[config.mk]
export PLATFORM = sky130hd
export DESIGN_NAME = fcs_ctrl
export DESIGN_NICKNAME = d
export VERILOG_FILES = /design/src/fcs_pkg.sv /design/src/fcs_ctrl.sv
export SDC_FILE = /design/constraint.sdc
export NUM_CORES = 1
export LEC_CHECK = 0
export ABC_AREA = 1
export BUFFER_PORTS_ARGS = -buffer_cell sky130_fd_sc_hd__buf_2
export CAP_MARGIN = 20
export CORE_UTILIZATION = 40
export DETAILED_ROUTE_END_ITERATION = 10
export PLACE_DENSITY = 0.78
export SETUP_SLACK_MARGIN = 0.4
export SYNTH_ARGS = -nofsm -noshare
export SYNTH_HDL_FRONTEND = slang
export SYNTH_SLANG_ARGS = --single-unit
[constraint.sdc]
create_clock -name clock -period 5.7 [get_ports clock]
set_clock_uncertainty 0.1 [all_clocks]
set_input_delay 0.57 -clock clock [delete_from_list [all_inputs] [get_ports clock]]
set_output_delay 0.57 -clock clock [all_outputs]
set_load 0.02 [all_outputs]
[src/fcs_pkg.sv]
// ----------------------------------------------------------------------------
// fcs_pkg
// Shared types and constants for the circular-buffer saturating FIR unit.
// ----------------------------------------------------------------------------
package fcs_pkg;

   // Default filter length
   localparam int TAPS_DEFAULT = 256;

   // Width of one coefficient times one sample
   localparam int PROD_W = 32;

   // Transaction function codes
   localparam logic FUNC_SAMPLE = 1'b0;
   localparam logic FUNC_COEF   = 1'b1;

   // Clamp window, small-value window and output scaling
   localparam logic signed [31:0] CLAMP_HI    = 32'sh3FFF_FFFF;
   localparam logic signed [31:0] CLAMP_LO    = -32'sh4000_0000;
   localparam logic signed [31:0] SMALL_LIMIT = 32'sd1000;
   localparam int                 OUT_SHIFT   = 15;
   localparam logic [15:0]        COUNT_MAX   = 16'hFFFF;

   typedef struct packed {
      logic               func;
      logic signed [15:0] sample;
      logic [7:0]         coef_index;
      logic signed [15:0] coef_value;
   } fcs_req_type;

   typedef struct packed {
      logic signed [15:0] filtered;
      logic               clamped_high;
      logic               clamped_low;
      logic [15:0]        overflow_total;
      logic [15:0]        underflow_total;
   } fcs_rsp_type;

   // Strobes from the sequencer to the memory and MAC datapath
   typedef struct packed {
      logic hist_we;
      logic coef_we;
      logic rd_en;
      logic acc_clr;
   } fcs_ctl_type;

endpackage

[src/fcs_ctrl.sv]
// ----------------------------------------------------------------------------
// fcs_ctrl
// Sequencer: clearing pass after reset, coefficient writes, ring write and
// one tap read per cycle, hand-off of the finished sum.
// ----------------------------------------------------------------------------
module fcs_ctrl
   import fcs_pkg::*;
#(
   parameter int TAPS = TAPS_DEFAULT
) (
   input  logic                    clock,
   input  logic                    reset,
   input  logic                    req_valid,
   output logic                    req_stall,
   input  fcs_req_type             req_data,
   input  logic                    mac_idle,
   input  logic                    out_free,
   output fcs_ctl_type             ctl,
   output logic [$clog2(TAPS)-1:0] hist_waddr,
   output logic signed [15:0]      hist_wdata,
   output logic [$clog2(TAPS)-1:0] coef_waddr,
   output logic signed [15:0]      coef_wdata,
   output logic [$clog2(TAPS)-1:0] hist_raddr,
   output logic [$clog2(TAPS)-1:0] coef_raddr,
   output logic                    finish
);

   localparam int               TAP_W = $clog2(TAPS);
   localparam logic [TAP_W-1:0] LAST  = TAP_W'(TAPS - 1);

   localparam logic [1:0] ST_CLEAR = 2'd0;
   localparam logic [1:0] ST_IDLE  = 2'd1;
   localparam logic [1:0] ST_RUN   = 2'd2;
   localparam logic [1:0] ST_DONE  = 2'd3;

   logic [1:0]       state_ff;
   logic [1:0]       state_in;
   logic [TAP_W-1:0] clr_ptr_ff;
   logic [TAP_W-1:0] clr_ptr_in;
   logic [TAP_W-1:0] pos_ff;
   logic [TAP_W-1:0] pos_in;
   logic [TAP_W-1:0] tap_ff;
   logic [TAP_W-1:0] tap_in;
   logic [TAP_W-1:0] hptr_ff;
   logic [TAP_W-1:0] hptr_in;
   logic             coef_ok;

   assign coef_ok = (32'(req_data.coef_index) < TAPS);

   always_comb begin
      state_in   = state_ff;
      clr_ptr_in = clr_ptr_ff;
      pos_in     = pos_ff;
      tap_in     = tap_ff;
      hptr_in    = hptr_ff;
      ctl        = '0;
      hist_waddr = pos_ff;
      hist_wdata = req_data.sample;
      coef_waddr = TAP_W'(req_data.coef_index);
      coef_wdata = req_data.coef_value;
      finish     = 1'b0;
      req_stall  = (state_ff != ST_IDLE);
      unique case (state_ff)
         ST_CLEAR: begin
            ctl.hist_we = 1'b1;
            ctl.coef_we = 1'b1;
            hist_waddr  = clr_ptr_ff;
            coef_waddr  = clr_ptr_ff;
            hist_wdata  = '0;
            coef_wdata  = '0;
            if (clr_ptr_ff == LAST) begin
               state_in = ST_IDLE;
            end else begin
               clr_ptr_in = clr_ptr_ff + 1'b1;
            end
         end
         ST_IDLE: begin
            if (req_valid) begin
               if (req_data.func == FUNC_COEF) begin
                  // drop writes beyond the table
                  ctl.coef_we = coef_ok;
               end else begin
                  ctl.hist_we = 1'b1;
                  ctl.acc_clr = 1'b1;
                  tap_in      = '0;
                  hptr_in     = pos_ff;
                  pos_in      = (pos_ff == LAST) ? '0 : pos_ff + 1'b1;
                  state_in    = ST_RUN;
               end
            end
         end
         ST_RUN: begin
            ctl.rd_en = 1'b1;
            tap_in    = tap_ff + 1'b1;
            // walk the ring backwards from the newest sample
            hptr_in   = (hptr_ff == '0) ? LAST : hptr_ff - 1'b1;
            if (tap_ff == LAST) begin
               state_in = ST_DONE;
            end
         end
         ST_DONE: begin
            // hold until the MAC pipe drains and the output register is free
            if (mac_idle && out_free) begin
               finish   = 1'b1;
               state_in = ST_IDLE;
            end
         end
         default: begin
            state_in = ST_CLEAR;
         end
      endcase
   end

   assign hist_raddr = hptr_ff;
   assign coef_raddr = tap_ff;

   always_ff @(posedge clock) begin
      if (reset) begin
         state_ff   <= ST_CLEAR;
         clr_ptr_ff <= '0;
         pos_ff     <= '0;
      end else begin
         state_ff   <= state_in;
         clr_ptr_ff <= clr_ptr_in;
         pos_ff     <= pos_in;
      end
   end

   always_ff @(posedge clock) begin
      tap_ff  <= tap_in;
      hptr_ff <= hptr_in;
   end

endmodule

### After elaboration in Yosys (flattened, before gate mapping)

Cells that the tools add are included.

| word-level totals | value |
|---|---|
| flip-flop bits (word level) | 34 |
| bits in latches | 0 |
| bits in writable memories | 0 |
| ROM bits | 0 |
| input bits | 46 |
| memories kept | 0 |

| operators by class | value |
|---|---|
| add/subtract/negate cells | 4 |
| multiply operators | 0 |
| div/mod/pow operators | 0 |
| order comparisons | 0 |
| eq/ne operators | 12 |
| shift operators | 0 |
| muxes and demuxes | 27 |
| bitwise operators | 2 |
| reduce and logical (&&, ||, !) cells | 8 |

Operators with widths:

| cell | number |
|---|---|
| 8-bit 2-to-1 mux | 8 |
| 16-bit 2-to-1 mux | 2 |
| 8-bit one-hot mux with 2 select lines | 2 |
| 8-bit by 1-bit adder with 8-bit output (second input constant) | 3 |
| 8-bit == test (second input constant) | 3 |
| 2-bit 2-to-1 mux | 6 |
| 2-bit inequality test (second input constant) | 5 |
| 8-bit zero test | 1 |
| 2-bit one-hot mux with 4 select lines | 1 |
| 8-bit by 1-bit subtractor with 8-bit output (second input constant) | 1 |
| 1-bit 2-to-1 mux | 7 |
| 3-bit AND reduction | 2 |
| 5-bit AND reduction | 1 |
| 2-bit == test (second input constant) | 2 |
| 2-bit one-hot mux with 2 select lines | 1 |
| 2-bit by 1-bit == test with 1-bit output (second input constant) | 1 |
| 2-bit zero test | 1 |
| 2-bit by 1-bit inequality test with 1-bit output (second input constant) | 1 |
| 1-bit inverter | 2 |
| 2-bit AND reduction | 1 |
| 2-bit nonzero test | 1 |
| 1-bit logical AND | 1 |

### Longest topological paths before layout

| logic depth | value |
|---|---|
| depth after elaboration | 3 |
| gate-level depth with buffers | 10 |
| gate-level depth less buffers | 9 |

### Worst setup path after synthesis

No wires, ideal clock.

| timing path | value |
|---|---|
| path type | reg-to-output |
| from | register state_ff[0] |
| to | output hist_waddr[0] |
| arrival | 1434 ps |
| data required time | 5030 ps |
| slack | 3596 ps |
| stages on the path, launching flop included | 6 |
| cell sequence | dfxtp_1 -> inv_1 -> ha_1 -> clkbuf_2 -> clkbuf_1 -> o21ai_0 |

| on the way | value |
|---|---|
| word-level cells in the longest chain between the ends | 2 |

RTL lines:

| item | line | source |
|---|---|---|
| start, declared | fcs_ctrl.sv:36 | `logic [1:0] state_ff;` |
| start signal, assigned | fcs_ctrl.sv:123 | `state_ff <= state_in;` |
| 2-bit zero test | fcs_ctrl.sv:63 | `unique case (state_ff)` |
| 8-bit 2-to-1 mux | fcs_ctrl.sv:63 |  |
| end, declared | fcs_ctrl.sv:19 | `output logic [$clog2(TAPS)-1:0] hist_waddr,` |

Every way passes these cells.

### Worst setup path after layout

| timing path | value |
|---|---|
| from | register state_ff[0] |
| to | output coef_waddr[4] |

| on the way | value |
|---|---|
| word-level cells in the longest chain between the ends | 2 |

RTL lines:

| item | line | source |
|---|---|---|
| 2-bit zero test | fcs_ctrl.sv:63 |  |
| 8-bit 2-to-1 mux | fcs_ctrl.sv:63 |  |
| end, declared | fcs_ctrl.sv:21 | `output logic [$clog2(TAPS)-1:0] coef_waddr,` |

Every way passes these cells.

==> run metrics <==
Period minus WS final=between 2 and 3 ns; gr usage total=19.8%; Post-DP HPWL=about 4600 um; RSZ-0062 raised after global routing=false; P per Cell Area=around 520 nW/um^2; top cell type's share of synthesized area=about a fifth; relative slew slack=approximately two thirds; Final period util=49.3%; clock sink total=34; Residual DRC=0; Hold-fix buffers, CTS=0; Leakage Power=between 1.5 and 2 nW; initial antenna violation count=0; cell taking the most area after synthesis=edfxtp_1; pin count of the biggest net entering global routing=52; WL/cell=between 10 and 15 um; vias=2541; CP cell instances=inv_1 > ha_1 > buf_4 > clkinv_1 > nand2_1 > nand2_1 > buf_2; #FFs+latches synth=34; clock latency on the worst-skew pair=just under 0.3 ns; CP max stage delay=approximately 0.45 ns; Worst Path Arrival=roughly 2.1 ns; layout cells sized above 1=between 20 and 30%; Hold Vio Cnt, Final=0; die width=just under 80 um; post-CTS sizing=0; grt ovf=0; gpl congestion=between 0.8 and 0.9; drt first-iter violations=142; Die ar.=between 6000 and 7000 sq um; sequential area share after synthesis=a little over a third; CP Max Fanout=just over 50; Synth Area per Inst=between 6 and 7 sq um; post-CTS setup buffer count=0; synthesized instance count=approximately 370; H-tree depth=2; Sum Neg Setup Slack=0 ns; MaxCap Viol Count=0; DRT antenna net count=0; synth warn=0; core area=~5600 sq um; WS Path Type=register to output port; Distinct cells, synth=30; post-layout net count=537; Worst Hold Class=register to register; Die Ht=between 70 and 80 um; Area growth syn-to-layout=31.4%; Startpoint Class=register; VDD IR-drop max=about 250 uV; IO Pins=116; antenna cells=0; final slew viol count=0; ranking of synthesized cells by area=edfxtp_1, dfxtp_1, nand2_1; Design Power=~0.0016 W; clk root buf=clkbuf_8; first-pass GRT wire length=9890 um; Synth Cell Area=between 2000 and 2500 sq um; Max stage delay cell, worst path=clkinv_1; Worst-path clk slew=roughly 0.060 ns; Starting Density=between 40% and 50%; status=completed; Vias/cell=4.59; Worst Path Required=just over 5 ns; std cell rows=27; vias in the first global route=about 2.4k; TritonCTS clock tree=done; Max Buffers Root-to-Sink=2; syn nets=421; PortBufs=between 100 and 150; Least-Margin Pin Slew=a little over 0.5 ns; wirelength, routed=between 5000 and 6000 um; crit end category=output port; Final setup viols=0; DRT Pass-1 Iters=4; cts bufs inserted=5; f_max=356 MHz; CP most frequent cell=nand2_1
==> flip-flops by register name, summed over array words and instances (netlist names) <==
name / count
clr_ptr_ff: 8
coef_raddr: 8
hist_raddr: 8
pos_ff: 8
state_ff: 2
==> placed cells by master, fill, tap and decap left out, drive strengths merged, types with 2 or more instances in the layout <==
cell / instances
xor2: 4
o21ai: 19
nor3: 4
clkbuf: 6
inv: 80
a21oi: 17
nand2: 91
clkinv: 2
a31oi: 2
nand3: 17
nor2: 66
ha: 10
a22oi: 3
edfxtp: 16
dfxtp: 18
buf: 117
nand4: 5
==> per-stage QoR <==
step | utilization, % | instance area, sq um | worst slack (ns) | cells | hold slack (ns)
after floorplan | - | 2370 | 3.60 | 365 | 0.365
after global placement | 53.6 | 3010 | 3.26 | 546 | 0.383
after detailed placement | 53.6 | 3010 | 3.16 | 546 | 0.388
after CTS | 55.5 | 3110 | 2.85 | 554 | 0.399
after global routing | 55.5 | 3110 | 2.63 | 554 | 0.429
final | 55.5 | 3110 | 2.89 | 554 | 0.398
==> metal layers <==
layer	routed length, um	vias to the layer above	part of all wire (%)	global-route usage (%)
met5	0	-	0	0
met4	68	0	1.2	5.64
met3	361	8	6.2	5.52
met2	2830	70	48	35.5
met1	2590	1114	44	23.0
li1	-	1349	-	-
==> power by group <==
group | internal [W] | switching [W] | leakage, nW
logic | 0.000293 | 0.000682 | 1.36
clock network | 0.000129 | 0.0000844 | 0.0528
registers | 0.000363 | 0.0000676 | 0.301
total | 0.000786 | 0.000834 | 1.72
==> cell type report <==
class                   count  area, sq um
fillers                   567         2490
flip-flops and latches     34          841
inverters                  81          304
clock buffers               6         72.6
well taps                  72         90.1
multi-input cells         242         1180
clock inverters             2         33.8
repair buffers            117          591
==> critical path: cells and delay by family, from the launching register on <==
| kind | cells | cell delay (ns) |
|---|---|---|
| buf+inv | 4 | 1.12 |
| flops | 1 | 0.35 |
| simple gates | 2 | 0.21 |
| fa+ha+maj | 1 | 0.16 |
==> worst paths after layout <==
| kind | startpoint | to | slack, ns | depth (start not counted) |
|---|---|---|---|---|
| setup / recovery | state_ff[0] | coef_waddr[4] | 2.89 | 7 |
| hold / removal | pos_ff[4] | pos_ff[4] | 0.40 | 2 |
| setup reg to reg | state_ff[0] | clr_ptr_ff[3] | 3.78 | 8 |
| hold reg to reg | pos_ff[4] | pos_ff[4] | 0.40 | 2 |
==> Yosys cell counts <==
library cell	count
nand2_2	3
nor3_1	3
buf_6	1
nand2_1	88
nand3_1	16
or2_2	1
inv_1	79
inv_2	1
xor2_1	4
clkinv_1	1
nor3_2	1
a31oi_1	2
clkbuf_2	1
o21bai_1	1
nand3_4	1
nor2_4	2
a21oi_1	17
nor2_2	4
clkbuf_1	3
a22oi_1	3
nor2_1	60
o21ai_0	18
dfxtp_1	18
o21ai_1	1
ha_1	10
xnor2_1	1
nand4_1	5
nand3b_1	1
edfxtp_1	16
buf_2	3
==> logic make-up (layout without fill, tap and decap cells) <==
group / count (synthesis) / in the layout / synth area share (%)
AND/OR/NAND/NOR: 185 / 185 / 33.3
flip-flops: 34 / 34 / 35.5
AO/OA/AOI/OAI: 42 / 42 / 9.40
buffers and inverters: 89 / 206 / 14.6
XOR/XNOR: 5 / 5 / 1.85
adder cells (fa/ha/maj): 10 / 10 / 5.28
(Power assumes the default switching activity.)
