==> src/fcs_pkg.sv <==
// ----------------------------------------------------------------------------
// fcs_pkg
// Shared types and constants for the circular-buffer saturating FIR unit.
// ----------------------------------------------------------------------------
package fcs_pkg;

   // Default filter length
   localparam int TAPS_DEFAULT = 256;

   // Width of one coefficient times one sample
   localparam int PROD_W = 32;

   // Transaction function codes
   localparam logic FUNC_SAMPLE = 1'b0;
   localparam logic FUNC_COEF   = 1'b1;

   // Clamp window, small-value window and output scaling
   localparam logic signed [31:0] CLAMP_HI    = 32'sh3FFF_FFFF;
   localparam logic signed [31:0] CLAMP_LO    = -32'sh4000_0000;
   localparam logic signed [31:0] SMALL_LIMIT = 32'sd1000;
   localparam int                 OUT_SHIFT   = 15;
   localparam logic [15:0]        COUNT_MAX   = 16'hFFFF;

   typedef struct packed {
      logic               func;
      logic signed [15:0] sample;
      logic [7:0]         coef_index;
      logic signed [15:0] coef_value;
   } fcs_req_type;

   typedef struct packed {
      logic signed [15:0] filtered;
      logic               clamped_high;
      logic               clamped_low;
      logic [15:0]        overflow_total;
      logic [15:0]        underflow_total;
   } fcs_rsp_type;

   // Strobes from the sequencer to the memory and MAC datapath
   typedef struct packed {
      logic hist_we;
      logic coef_we;
      logic rd_en;
      logic acc_clr;
   } fcs_ctl_type;

endpackage

==> src/fcs_result.sv <==
// ----------------------------------------------------------------------------
// fcs_result
// Clamp, small-value passthrough or scaling, saturating clamp counters and
// the output register.
// ----------------------------------------------------------------------------
module fcs_result
   import fcs_pkg::*;
#(
   parameter int TAPS = TAPS_DEFAULT
) (
   input  logic                                  clock,
   input  logic                                  reset,
   input  logic signed [PROD_W+$clog2(TAPS)-1:0] acc,
   input  logic                                  finish,
   input  logic                                  rsp_stall,
   output logic                                  rsp_valid,
   output fcs_rsp_type                           rsp_data,
   output logic                                  out_free
);

   localparam int ACC_W = PROD_W + $clog2(TAPS);

   localparam logic signed [ACC_W-1:0] HI_LIM = ACC_W'(CLAMP_HI);
   localparam logic signed [ACC_W-1:0] LO_LIM = ACC_W'(CLAMP_LO);

   logic                     over;
   logic                     under;
   logic signed [31:0]       clamped;
   logic signed [31:0]       scaled;
   logic signed [15:0]       filtered;
   logic [15:0]              ovf_cnt_ff;
   logic [15:0]              ovf_cnt_in;
   logic [15:0]              unf_cnt_ff;
   logic [15:0]              unf_cnt_in;
   logic                     rsp_valid_ff;
   logic                     rsp_valid_in;
   fcs_rsp_type              rsp_data_ff;
   fcs_rsp_type              rsp_data_in;

   always_comb begin
      over    = (acc > HI_LIM);
      under   = (acc < LO_LIM);
      clamped = over ? CLAMP_HI : (under ? CLAMP_LO : acc[31:0]);
      scaled  = clamped >>> OUT_SHIFT;
      if ((clamped < SMALL_LIMIT) && (clamped > -SMALL_LIMIT)) begin
         filtered = clamped[15:0];
      end else begin
         filtered = scaled[15:0];
      end
   end

   always_comb begin
      ovf_cnt_in = ovf_cnt_ff;
      unf_cnt_in = unf_cnt_ff;
      if (finish && over && (ovf_cnt_ff != COUNT_MAX)) begin
         ovf_cnt_in = ovf_cnt_ff + 1'b1;
      end
      if (finish && under && (unf_cnt_ff != COUNT_MAX)) begin
         unf_cnt_in = unf_cnt_ff + 1'b1;
      end
   end

   always_comb begin
      rsp_data_in                 = rsp_data_ff;
      rsp_valid_in                = rsp_valid_ff && rsp_stall;
      if (finish) begin
         rsp_valid_in                = 1'b1;
         rsp_data_in.filtered        = filtered;
         rsp_data_in.clamped_high    = over;
         rsp_data_in.clamped_low     = under;
         rsp_data_in.overflow_total  = ovf_cnt_in;
         rsp_data_in.underflow_total = unf_cnt_in;
      end
   end

   always_ff @(posedge clock) begin
      if (reset) begin
         rsp_valid_ff <= 1'b0;
         ovf_cnt_ff   <= '0;
         unf_cnt_ff   <= '0;
      end else begin
         rsp_valid_ff <= rsp_valid_in;
         ovf_cnt_ff   <= ovf_cnt_in;
         unf_cnt_ff   <= unf_cnt_in;
      end
   end

   always_ff @(posedge clock) begin
      rsp_data_ff <= rsp_data_in;
   end

   assign rsp_valid = rsp_valid_ff;
   assign rsp_data  = rsp_data_ff;
   assign out_free  = !rsp_valid_ff || !rsp_stall;

endmodule

==> config.mk <==
export PLATFORM = sky130hd
export DESIGN_NAME = fcs_result
export DESIGN_NICKNAME = d
export VERILOG_FILES = /design/src/fcs_pkg.sv /design/src/fcs_result.sv
export SDC_FILE = /design/constraint.sdc
export NUM_CORES = 1
export LEC_CHECK = 0
export BUFFER_PORTS_ARGS = -buffer_cell sky130_fd_sc_hd__buf_2
export CORE_MARGIN = 1.5
export CORE_UTILIZATION = 59
export CTS_BUF_LIST = sky130_fd_sc_hd__clkbuf_2
export CTS_CLUSTER_DIAMETER = 150
export DETAILED_ROUTE_END_ITERATION = 10
export PLACE_DENSITY = 0.95
export SLEW_MARGIN = 20
export SYNTH_ARGS = -nofsm -noshare
export SYNTH_HDL_FRONTEND = slang
export SYNTH_SLANG_ARGS = --single-unit
==> constraint.sdc <==
create_clock -name clock -period 3.8 [get_ports clock]
set_input_delay 0.57 -clock clock [delete_from_list [all_inputs] [get_ports clock]]
set_output_delay 0.57 -clock clock [all_outputs]
set_load 0.05 [all_outputs]
# Yosys cells after proc, flatten, opt, wreduce, memory -nomap -nowiden
# Cells that the tools add are included.
dict set report totals {
  mem_bits_ro 0
  input_bits 44
  output_inout_bits 52
  wordCells 31
  register_bits 83
  ramBits 0
  memories 0
  latchBits 0
}
dict set report classes {
  eq_ne 2
  div 0
  add_sub_neg 2
  shift 0
  order_cmp 4
  n_mul 0
  n_reduce_logical 9
  bitwise 0
  n_mux 6
}
# operator n
set op_table {}
lappend op_table {{$mux 32} 2}
lappend op_table {{$mux 16} 3}
lappend op_table {{$gt 40x31->1 const B} 1}
lappend op_table {{$lt 40x31->1 const B} 1}
lappend op_table {{$add 16x1->16 const B} 2}
lappend op_table {{$gt 32x11->1 const B} 1}
lappend op_table {{$lt 32x11->1 const B} 1}
lappend op_table {{$ne 16x16->1 const B} 2}
lappend op_table {{$logic_and 1x1->1} 6}
lappend op_table {{$logic_not 1->1} 2}
lappend op_table {{$logic_or 1x1->1} 1}
lappend op_table {{$mux 1} 1}

# Depth between registers and ports, before layout
# Gate-level depths: netlist of run 1.
dict set report logic_depth {
  ltp_word 6
  depth_mapped 8
  depth_no_buf 7
}

# Least setup slack after synthesis of run 1
# OpenSTA, ideal clock, no wires.
dict set report synth_path {
  path_type {input-to-reg}
  from {input port acc[38]}
  to {register rsp_data_ff (netlist bit rsp_data[37]) (data pin)}
  required_ns 3.539
  n_path_buf 1
  arrival_time_ns 2.286
  setup_time_ns 0.261
  cell_stages 7
  path_slack_ns 1.253
  path_cell_list {nor4_1 > a31oi_1 > or4_1 > and2_4 > buf_4 > a31o_1 > a311o_1}
}
dict set report synth_via {
  elab_chain_len 6
  word_cells_on_any_way 8
  classes_between {4 x order compare; 3 x mux; 1 x reduce/logical}
}
# item line_no
set synth_lines {}
lappend synth_lines {{from (decl)} fcs_result.sv:13} ;# input logic signed [PROD_W+$clog2(TAPS)-1:0] acc,
lappend synth_lines {{$lt 40x31->1} fcs_result.sv:42} ;# under = (acc < LO_LIM);
lappend synth_lines {{$mux 32} fcs_result.sv:43} ;# clamped = over ? CLAMP_HI : (under ? CLAMP_LO : acc[31:0]);
lappend synth_lines {{$mux 32 (*)} fcs_result.sv:43}
lappend synth_lines {{$lt 32x11->1 or $gt 32x11->1 (tied branches)} fcs_result.sv:45} ;# if ((clamped < SMALL_LIMIT) && (clamped > -SMALL_LIMIT)) begin
lappend synth_lines {{$logic_and 1x1->1} fcs_result.sv:45}
lappend synth_lines {{$mux 16 (*)} fcs_result.sv:45}
lappend synth_lines {{net filtered[3]} fcs_result.sv:30} ;# logic signed [15:0] filtered;
lappend synth_lines {{to (signal assigned)} fcs_result.sv:89} ;# rsp_data_ff <= rsp_data_in;
lappend synth_lines {{to (decl)} fcs_result.sv:37} ;# fcs_rsp_type rsp_data_ff;
# Mark *: on every way through the listed nets, which the timed path passes. The rest lies on a longest branch.
# A chain may end at the register's enable or synchronous reset.

# Final worst setup path of run 1
dict set report layout_path {
  from {input port acc[39]}
  to {register rsp_data_ff (netlist bit rsp_data[34]) (data pin)}
}
# Same word-level chain as after synthesis.

==> metrics.md, run 1 <==
| Metric | Value |
|---|---|
| Internal power of the cells | 1.21 mW |
| Hold-critical path depth | 3 |
| Critical path data required time | 4.06 ns |
| Layout cells sized above 1 | 29.4% |
| Critical Path Most Common Cell | sky130_fd_sc_hd__nand4_1 |
| Post-Synth Adder-Cell Area | less than 1% |
| Aggregate negative setup slack | 0 ns |
| Area contributors post-synth | sky130_fd_sc_hd__edfxtp_1 (41%), sky130_fd_sc_hd__dfxtp_1 (18%), sky130_fd_sc_hd__nor2b_1 (5.1%), sky130_fd_sc_hd__nand2_1 (3.6%), sky130_fd_sc_hd__xor2_1 (3.3%) |
| Power dissipated by switching net loads | 507 uW |
| Warnings, synthesis | 0 |
| Kind of path behind the tightest hold check | primary input to register |
| Largest stage delay, worst path | 1.00 ns |
| Sw Ratio | 29.5% |
| Horizontal die dimension | 82.2 um |
| CTS H-tree depth | 3 |
| Std-Cell Rows | 28 |
| Compound-gate portion of the synthesized area | a little under a tenth |
| Critical path fanouts, max | 10 |
| Status | completed |
| Clock buffers created by TritonCTS | 9 |
| Critical Path End Type | register |
| Fraction of the yosys area taken by sequential cells | 58.4% |
| Layout Utilization | 72.8% |
| Total via count after detailed routing | 3003 |
| Effective utilization at floorplan | 61.8% |
| Flip-flop cell with the highest count after synthesis | sky130_fd_sc_hd__edfxtp_1 |
| CTS sink cnt | 83 |
| Rel. slew slack | approximately 28% |
| Gate count after technology mapping | 325 |
| Number of search-and-repair iterations in the first detailed-routing pass | 5 |
| Dominant cell by count in the synthesized netlist | sky130_fd_sc_hd__edfxtp_1 |
| DRC violation count after routing | 0 |
| Max Slew Vio Count | 0 |
| Worst Hold Margin | 0.304 ns |
| Largest family of logic cells by synthesized area | simple AND/OR/NAND/NOR gates |
| Gp weighted congestion | 0.871 |
| Clock network power share | 25.8% |
| Slew at the pin with the worst max-slew slack | 1.08 ns |
| Antenna viol nets, final | 0 |
| Wire length of the first global-routing pass | 12300 um |
| Hold Buf Count CTS | 0 |
| Fraction of met1 tracks used by global routing | a little over a quarter |
| CTS clock-pin slew for the worst setup and hold paths | around 0.20 ns |
| GRT Total Usage | 24.7% |
| Endpoints failing hold | 0 |
| Fraction of registers with async set or reset after synthesis | 0% |
| Register bit count reported by yosys | 83 |
| Average wire per cell in the routed design | about 17 um |
| Ratio of routed vias to standard cells | 5.97 |
| Global route hottest layer | met2 |
| Type of the worst setup path | primary input to register |
| Achievable Freq | 389 MHz |
| Area Growth Syn to Fin | 17.8% |
| Clk_lat worst skew | 0.52 ns |
| Met3 Track Usage GR | 5.60% |
| Overflow left after global routing | 0 |
| Leakage dissipation | 1.75 nW |
| Post-DP HPWL | between 5000 and 6000 um |
| Cell family with most CP delay | compound AO/OA/AOI/OAI gates |
| Simple-gate area share of the yosys netlist | a little under a quarter |
| Maximum clock insertion buffer count | 2 |
| Antenna Diode Count | 0 |
| Post CTS Setup Buffer Count | 0 |
| Count of buffer and inverter cells on the critical path | 1 |
| Period minus WS final | ~2.6 ns |
| Number of enable-type register cells in the synthesized netlist | 50 |
| Parity-gate share of the synthesized area counting xor and xnor cells | 6.39% |
| Initial detailed-routing violation count | 144 |
| Height of the die | 82.2 um |
| Fin nets | 469 |
| CP max-delay cell | sky130_fd_sc_hd__a2111oi_2 |
| Setup-violating endpoint count in the final report | 0 |
| Peak supply drop | 0.243 mV |
| I/O pin count | 96 |
| R2r worst-path depth | 6 |
| Post-Synthesis Mean Instance Area | roughly 11 sq um |
| Power per cell area | approximately 400 nW/um^2 |
| PortBufs | 95 |
| Syn Nets | between 300 and 400 |
| Initial antenna violation count | 0 |
| Combined area of all synthesized cells | 3700 sq um |
| Arrival @ worst endpoint | 2.83 ns |
| Cell depth of the worst setup path | 7 |
| Logic gate share of total power | around 16% |
| Element type at the critical path start | primary input |
| Core Footprint | 5990 sq um |
| Period utilisation layout | 67.7% |
| TritonCTS clock tree | yes |
| Via count of the first global-routing pass | 2775 |
| CTS root buffer | sky130_fd_sc_hd__clkbuf_2 |
| Worst setup skew after layout | 0.0398 ns |
| Met2 Resource Use GR | 43.2% |
| Area share of the leading cell type in the synthesized netlist | around 41% |
| Number of different library cells in the post-synthesis netlist | 49 |
| Post-synth top cells | sky130_fd_sc_hd__edfxtp_1 (50), sky130_fd_sc_hd__nand2_1 (36), sky130_fd_sc_hd__dfxtp_1 (33) |
| Cell type contributing the most total cell area after synthesis | sky130_fd_sc_hd__edfxtp_1 |
| Mux cell area share after synthesis | less than 1% |
| CP cell instances | buf_2 -> nand4_1 -> nor4_2 -> nand4_1 -> a2111oi_2 -> nor3_1 -> a311o_1 |
| # Max-Cap Violations | 0 |
| Die Footprint | about 6800 sq um |
| Proportion of power drawn by flip-flops and latches | 58.5% |
| Number of gates resized after cts | 0 |
| Pin count of the biggest net entering global routing | 35 |
| Total wire length | 8370 um |
| RSZ-0062 raised after global routing | no |
==> routing by layer <==
metal | wire length (um) | share of wire, % | vias up
met1 | 3330 | 40 | 1397
li1 | - | - | 1406
met2 | 4060 | 49 | 181
met5 | 0 | 0 | -
met3 | 753 | 9.0 | 19
met4 | 226 | 2.7 | 0
==> layout by cell type (no fill, tap or decap), drive strengths merged, types with 6 or more instances in the layout <==
| cell type | netlist | layout |
|---|---|---|
| buf | 5 | 99 |
| edfxtp | 50 | 50 |
| nand2 | 36 | 36 |
| dfxtp | 33 | 33 |
| nor2b | 30 | 30 |
| nor3 | 15 | 15 |
| nand4 | 14 | 14 |
| xor2 | 14 | 14 |
| nand3 | 13 | 13 |
| xnor2 | 13 | 13 |
| nor4 | 13 | 13 |
| nor2 | 12 | 12 |
| clkbuf | 7 | 11 |
| a21oi | 7 | 7 |
| inv | 6 | 6 |
==> sequential cells by signal, summed over array words and instances (netlist names) <==
signal,count
rsp_data,50
rsp_valid,1
unf_cnt_ff,16
ovf_cnt_ff,16
==> power groups by stage <==
| stage | Combinational, mW | Sequential [mW] | Clock [mW] |
|---|---|---|---|
| floorplan | 0.0489 | 1.15 | 0 |
| global placement | 0.262 | 1.02 | 0 |
| detailed placement | 0.269 | 1.02 | 0 |
| CTS | 0.269 | 1.01 | 0.449 |
| global route | 0.284 | 1.01 | 0.484 |
| finish | 0.270 | 1.01 | 0.443 |
==> cell families after synthesis <==
family                     after synthesis
and+or+nand+nor                        152
xor gates and xnor gates                27
buffers and inverters                   18
adders and majority gates                2
AOI/OAI and AO/OA                       41
DFF                                     83
muxes                                    2
==> metrics by stage <==
stage          instance area [sq um]  setup slack [ns]  power [mW]  std cells
2_1_floorplan                   3700              1.25        1.20        325
3_3_place_gp                    4250             0.873        1.29        487
3_5_place_dp                    4250             0.717        1.29        487
4_1_cts                         4360              1.28        1.72        503
5_1_grt                         4360              1.14        1.78        503
6_report                        4360              1.23        1.72        503
==> worst register-to-register path, cell delays in order (launching register included) <==
cell and delay [ns]:
sky130_fd_sc_hd__dfxtp_1 0.42, sky130_fd_sc_hd__ha_1 0.22, sky130_fd_sc_hd__nand2_1 0.08, sky130_fd_sc_hd__or3_1 0.50, sky130_fd_sc_hd__o311ai_4 0.52, sky130_fd_sc_hd__or3_1 0.22, sky130_fd_sc_hd__mux2_1 0.32
==> path summary, 6_finish.rpt <==
path                                     from  slack, ns        endpoint
worst max-delay path                  acc[39]       1.23    rsp_data[34]
worst min-delay path                rsp_stall       0.30       rsp_valid
worst max register to register  unf_cnt_ff[0]       1.43  unf_cnt_ff[15]
worst min register to register  unf_cnt_ff[1]       0.52   unf_cnt_ff[1]
==> cell type report <==
cell class | count | area (sq um)
Fill cell | 427 | 1630
Clock inverter | 5 | 55.1
Clock buffer | 11 | 55.1
Sequential cell | 83 | 2160
Multi-Input combinational cell | 224 | 1470
Timing Repair Buffer | 99 | 505
Inverter | 6 | 22.5
Tap cell | 75 | 93.8
Power figures use the tool's default switching activity.
==> inputs of run 2 (changes only) <==
- CORE_UTILIZATION: 59 -> 55
- clock period: 3.8 -> 2.6 ns (I/O delays scaled with it)
==> metrics.md, run 2 (synthesized netlist as in run 1, its figures left out) <==
| Metric | Value |
|---|---|
| Ratio of routed vias to standard cells | 5.85 (was 5.97) |
| Critical Path Most Common Cell | sky130_fd_sc_hd__or3_1 (was sky130_fd_sc_hd__nand4_1) |
| Initial antenna violation count | 0 (unchanged) |
| CTS clock-pin slew for the worst setup and hold paths | 0.22 ns (was 0.20 ns) |
| Slew at the pin with the worst max-slew slack | 0.830 ns (was 1.08 ns) |
| Clock buffers created by TritonCTS | 9 (unchanged) |
| Total wire length | 8230 um (was 8370 um) |
| Arrival @ worst endpoint | 2.74 ns (was 2.83 ns) |
| Antenna Diode Count | 0 (unchanged) |
| Layout Utilization | 68.0% (was 72.8%) |
| Setup-violating endpoint count in the final report | 0 (unchanged) |
| Rel. slew slack | 44.7% (was 27.6%) |
| Fin nets | 470 (was 469) |
| Final instance area | 4370 sq um (was 4360 sq um) |
| CTS root buffer | sky130_fd_sc_hd__clkbuf_2 (unchanged) |
| Status | complete, but fails checks (was completed) |
| Aggregate negative setup slack | 0 ns (unchanged) |
| Worst setup skew after layout | 0.0175 ns (was 0.0398 ns) |
| Maximum clock insertion buffer count | 2 (unchanged) |
| Kind of path behind the tightest hold check | primary input to register (unchanged) |
| CTS H-tree depth | 3 (unchanged) |
| Leakage dissipation | 1.75 nW (about the same) |
| Hold Buf Count CTS | 0 (unchanged) |
| Std-Cell Rows | 29 (was 28) |
| Endpoints failing hold | 0 (unchanged) |
| Power per cell area | 573 nW/um^2 (was 394 nW/um^2) |
| Period utilisation layout | 88.9% |
| Leading cell types in the layout, fill and taps excluded | sky130_fd_sc_hd__buf_2 (95), sky130_fd_sc_hd__edfxtp_1 (50), sky130_fd_sc_hd__nand2_1 (36), sky130_fd_sc_hd__dfxtp_1 (33), sky130_fd_sc_hd__nor2b_1 (30) (unchanged) |
| Post CTS Setup Buffer Count | 0 (unchanged) |
| RSZ-0062 raised after global routing | no (unchanged) |
| Wire length of the first global-routing pass | 13000 um (was 12300 um) |
| I/O pin count | 96 (unchanged) |
| Final WS setup | 0.287 ns (was 1.23 ns) |
| Placed Area | 4260 sq um (was 4250 sq um) |
| Height of the die | 85.0 um (was 82.2 um) |
| Effective utilization at floorplan | 57.6% (was 61.8%) |
| Flip-flop count of the largest register after layout | 50 (unchanged) |
| Clk_lat worst skew | 0.50 ns (was 0.52 ns) |
| DRC violation count after routing | 15 (was 0) |
| Total via count after detailed routing | 2961 (was 3003) |
| Most common cell after layout, fill and taps aside | sky130_fd_sc_hd__buf_2 (unchanged) |
| Achievable Freq | 432 MHz |
| Number of search-and-repair iterations in the first detailed-routing pass | 8 (was 5) |
| Die Footprint | 7230 sq um (was 6760 sq um) |
| Number of gates resized after cts | 0 (unchanged) |
| Layout cells sized above 1 | 29.4% (about the same) |
| # Max-Cap Violations | 0 (unchanged) |
| Antenna viol nets, final | 0 (unchanged) |
| CP max-delay cell | sky130_fd_sc_hd__o311ai_4 (was sky130_fd_sc_hd__a2111oi_2) |
| Violated checks | DRC |
| Critical path data required time | 3.03 ns (was 4.06 ns) |
| Core Footprint | 6420 sq um (was 5990 sq um) |
| Max Slew Vio Count | 0 (unchanged) |
| Overflow left after global routing | 0 (unchanged) |
| Initial detailed-routing violation count | 161 (was 144) |
| Period minus WS final | 2.31 ns |
| Area Growth Syn to Fin | 17.9% (was 17.8%) |
| Horizontal die dimension | 85.0 um (was 82.2 um) |
| Via count of the first global-routing pass | 2804 (was 2775) |
| Average wire per cell in the routed design | 16.3 um (was 16.6 um) |
| Cell family with most CP delay | simple AND/OR/NAND/NOR gates (was compound AO/OA/AOI/OAI gates) |
| Post-DP HPWL | 5890 um (was 5960 um) |
| Critical path fanouts, max | 8 (was 10) |
| Post-Place Worst Slack | 0.0506 ns (was 0.717 ns) |
| PortBufs | 95 (unchanged) |
| GRT Total Usage | 23.2% (was 24.7%) |
| Pin count of the biggest net entering global routing | 35 (unchanged) |
| TritonCTS clock tree | yes (unchanged) |
| Critical Path End Type | register (unchanged) |
| Count of buffer and inverter cells on the critical path | 0 (was 1) |
| Type of the worst setup path | register to register (was primary input to register) |
| Gp weighted congestion | 0.905 (was 0.871) |
| CTS sink cnt | 83 (unchanged) |
| Peak supply drop | 0.405 mV (was 0.243 mV) |
| Largest stage delay, worst path | 0.51 ns (was 1.00 ns) |
| CP cell instances | ha_1 -> nand2_1 -> or3_1 -> o311ai_4 -> or3_1 -> mux2_1 (was buf_2 -> nand4_1 -> nor4_2 -> nand4_1 -> a2111oi_2 -> nor3_1 -> a311o_1) |
| Element type at the critical path start | register (was primary input) |
## run 2: cell count changes in the layout (fill, tap and decap cells not counted)
cell and change:
sky130_fd_sc_hd__inv_4 +1, sky130_fd_sc_hd__clkinv_1 +1, sky130_fd_sc_hd__clkinv_4 -1, sky130_fd_sc_hd__buf_4 +1, sky130_fd_sc_hd__clkbuf_2 -1
## run 2: worst reg2reg max path: cells and delay by family (launching register included)
kind                     cells  cell delay [ns]
multiplexers                 1             0.32
adder cells (fa/ha/maj)      1             0.20
AND/OR/NAND/NOR              3             0.79
flip-flops                   1             0.42
AO/OA/AOI/OAI                1             0.51
## run 2: worst paths after layout
path / from / end / slack (ns) / cells past startpoint
worst max-delay path: unf_cnt_ff[0] / unf_cnt_ff[15] / 0.29 / 6
worst min-delay path: rsp_stall / rsp_valid / 0.13 / 3
worst max register to register: unf_cnt_ff[0] / unf_cnt_ff[15] / 0.29 / 6
worst min register to register: unf_cnt_ff[1] / unf_cnt_ff[1] / 0.54 / 2
## run 2: final cells by class
class                      count  area, sq um
clock inverter                 6         56.3
timing repair buffer         100          513
multi-input combinational    224         1470
tap                           77         96.3
inverter                       6         22.5
clock buffer                  10         50.0
fill                         490         2060
sequential                    83         2160
## run 2: power breakdown
| group | switching [mW] | internal, mW |
|---|---|---|
| registers | 0.0169 | 1.45 |
| logic | 0.300 | 0.0930 |
| clock network | 0.420 | 0.219 |
| total | 0.737 | 1.76 |
## run 2: metal layers
| metal | vias to the layer above | share of wire (%) | routed length, um | GRT usage, % |
|---|---|---|---|---|
| li1 | 1413 | - | - | - |
| met1 | 1367 | 41 | 3380 | 29.4 |
| met2 | 154 | 47 | 3860 | 37.5 |
| met3 | 27 | 8.8 | 727 | 5.45 |
| met4 | 0 | 3.2 | 262 | 11.6 |
| met5 | - | 0 | 0 | 0 |
## run 2: per-stage QoR
step / power (mW) / std cells / hold slack (ns)
2_1_floorplan: 1.75 / 325 / 0.462
3_3_place_gp: 1.88 / 490 / 0.477
3_5_place_dp: 1.89 / 490 / 0.508
4_1_cts: 2.53 / 506 / 0.0871
5_1_grt: 2.61 / 506 / 0.0643
6_report: 2.50 / 506 / 0.134
==> inputs of run 3 (changes only) <==
- BUFFER_PORTS_ARGS: -buffer_cell sky130_fd_sc_hd__buf_2 -> -buffer_cell sky130_fd_sc_hd__buf_4
==> metrics.md, run 3 (synthesized netlist as in run 1, its figures left out) <==
| Metric | Value |
|---|---|
| Status | complete, but fails checks (unchanged) |
| Violated checks | DRC (unchanged) |
| Layout Utilization | 72.3% (was 68.0%) |
| Number of gates resized after cts | 0 (unchanged) |
| Total wire length | 8760 um (was 8230 um) |
| CTS root buffer | sky130_fd_sc_hd__clkbuf_2 (unchanged) |
| Maximum clock insertion buffer count | 2 (unchanged) |
| CP cell instances | ha_1 -> nand2_1 -> or3_1 -> o311ai_4 -> or3_1 -> mux2_1 (unchanged) |
| Clock buffers created by TritonCTS | 9 (unchanged) |
| Global route hottest layer | met2 (unchanged) |
| Flip-flop count of the largest register after layout | 50 (unchanged) |
| Total via count after detailed routing | 2989 (was 2961) |
| # Max-Cap Violations | 0 (unchanged) |
| Effective utilization at floorplan | 57.6% (unchanged) |
| Period utilisation layout | 90.3% (was 88.9%) |
| Fin nets | 471 (was 470) |
| Met3 Track Usage GR | 5.74% (was 5.45%) |
| Critical Path Most Common Cell | sky130_fd_sc_hd__or3_1 (unchanged) |
| Antenna Diode Count | 0 (unchanged) |
| Peak supply drop | 0.383 mV (was 0.405 mV) |
| Critical path data required time | 3.02 ns (was 3.03 ns) |
| Antenna viol nets, final | 0 (unchanged) |
| TritonCTS clock tree | yes (unchanged) |
| Layout cells sized above 1 | 29.8% (was 29.4%) |
| Worst Hold Margin | 0.117 ns (was 0.134 ns) |
| Final WS setup | 0.253 ns (was 0.287 ns) |
| Element type at the critical path start | register (unchanged) |
| Std-Cell Rows | 29 (unchanged) |
| Rel. slew slack | 41.0% (was 44.7%) |
| Via count of the first global-routing pass | 2788 (was 2804) |
| CTS clock-pin slew for the worst setup and hold paths | 0.21 ns (was 0.22 ns) |
| Post CTS Setup Buffer Count | 0 (unchanged) |
| Largest stage delay, worst path | 0.52 ns (was 0.51 ns) |
| Hold Buf Count CTS | 0 (unchanged) |
| Initial detailed-routing violation count | 160 (was 161) |
| Leading cell types in the layout, fill and taps excluded | sky130_fd_sc_hd__buf_4 (101), sky130_fd_sc_hd__edfxtp_1 (50), sky130_fd_sc_hd__nand2_1 (36), sky130_fd_sc_hd__dfxtp_1 (33), sky130_fd_sc_hd__nor2b_1 (30) (was sky130_fd_sc_hd__buf_2 (95), sky130_fd_sc_hd__edfxtp_1 (50), sky130_fd_sc_hd__nand2_1 (36), sky130_fd_sc_hd__dfxtp_1 (33), sky130_fd_sc_hd__nor2b_1 (30)) |
| Critical Path End Type | register (unchanged) |
| Die Footprint | 7230 sq um (unchanged) |
| Layout fillers | 454 (was 490) |
| Critical path fanouts, max | 8 (unchanged) |
| Leakage dissipation | 1.85 nW (was 1.75 nW) |
| Area Growth Syn to Fin | 25.4% (was 17.9%) |
| Height of the die | 85.0 um (unchanged) |
| Initial antenna violation count | 0 (unchanged) |
| Worst setup skew after layout | 0.0205 ns (was 0.0175 ns) |
| CTS H-tree depth | 3 (unchanged) |
| Max Slew Vio Count | 0 (unchanged) |
| Period minus WS final | 2.35 ns (was 2.31 ns) |
| DRC violation count after routing | 15 (unchanged) |
| Type of the worst setup path | register to register (unchanged) |
| Arrival @ worst endpoint | 2.77 ns (was 2.74 ns) |
| PortBufs | 95 (unchanged) |
| Post-Place Worst Slack | 0.110 ns (was 0.0506 ns) |
| Gp weighted congestion | 0.981 (was 0.905) |
| CP max-delay cell | sky130_fd_sc_hd__o311ai_4 (unchanged) |
| Most common cell after layout, fill and taps aside | sky130_fd_sc_hd__buf_4 (was sky130_fd_sc_hd__buf_2) |
| Clk_lat worst skew | 0.52 ns (was 0.50 ns) |
| GRT Total Usage | 24.3% (was 23.2%) |
| Endpoints failing hold | 0 (unchanged) |
| Aggregate negative setup slack | 0 ns (unchanged) |
| Kind of path behind the tightest hold check | primary input to register (unchanged) |
| Wire length of the first global-routing pass | 13500 um (was 13000 um) |
| Horizontal die dimension | 85.0 um (unchanged) |
| Number of search-and-repair iterations in the first detailed-routing pass | 8 (unchanged) |
| Power per cell area | 574 nW/um^2 (was 573 nW/um^2) |
| Slew at the pin with the worst max-slew slack | 0.885 ns (was 0.830 ns) |
| Ratio of routed vias to standard cells | 5.90 (was 5.85) |
| Average wire per cell in the routed design | 17.3 um (was 16.3 um) |
| I/O pin count | 96 (unchanged) |
| Post-DP HPWL | 6370 um (was 5890 um) |
| Overflow left after global routing | 0 (unchanged) |
| CTS sink cnt | 83 (unchanged) |
| Fraction of met1 tracks used by global routing | 30.9% (was 29.4%) |
| Core Footprint | 6420 sq um (unchanged) |
| Met2 Resource Use GR | 39.0% (was 37.5%) |
| Achievable Freq | 426 MHz (was 432 MHz) |
| RSZ-0062 raised after global routing | no (unchanged) |
| Setup-violating endpoint count in the final report | 0 (unchanged) |
| Pin count of the biggest net entering global routing | 35 (unchanged) |
## run 3: critical path, delay by kind of cell, from the launching register on
family | cells | cell delay (ns)
adder cells (fa/ha/maj) | 1 | 0.21
multiplexers | 1 | 0.32
flip-flops | 1 | 0.42
AND/OR/NAND/NOR | 3 | 0.81
AO/OA/AOI/OAI | 1 | 0.52
## run 3: worst paths after layout
check,startpoint,end,slack (ns),cells after the start
max,unf_cnt_ff[0],unf_cnt_ff[15],0.25,6
min,rsp_stall,rsp_valid,0.12,3
max reg2reg,unf_cnt_ff[0],unf_cnt_ff[15],0.25,6
min reg2reg,unf_cnt_ff[1],unf_cnt_ff[1],0.53,2
## run 3: stage by stage
step | area, sq um | std cells | power (mW)
final | 4640 | 507 | 2.67
after global routing | 4640 | 507 | 2.77
after CTS | 4640 | 507 | 2.69
after detailed placement | 4510 | 491 | 1.94
after global placement | 4510 | 491 | 1.93
after floorplan | 3700 | 325 | 1.75
## run 3: area by class of cell
class	count	area, sq um	area share, %
clock buffers	9	45.0	0.970
clock inverters	7	91.3	1.97
inverters	6	22.5	0.485
multi-input cells	224	1470	31.6
flip-flops and latches	83	2160	46.6
well taps	77	96.3	2.08
repair buffers	101	758	16.3
## run 3: power breakdown
group	internal, mW	total, mW	switching [mW]	leakage (nW)
registers	1.45	1.47	0.0203	0.758
clock network	0.318	0.748	0.431	0.0837
logic	0.141	0.445	0.304	1.01
total	1.91	2.67	0.755	1.85
## run 3: routing by layer
layer,vias up,share of wire (%)
met2,171,48
li1,1402,-
met3,24,10
met5,-,0
met4,0,2.9
met1,1392,39
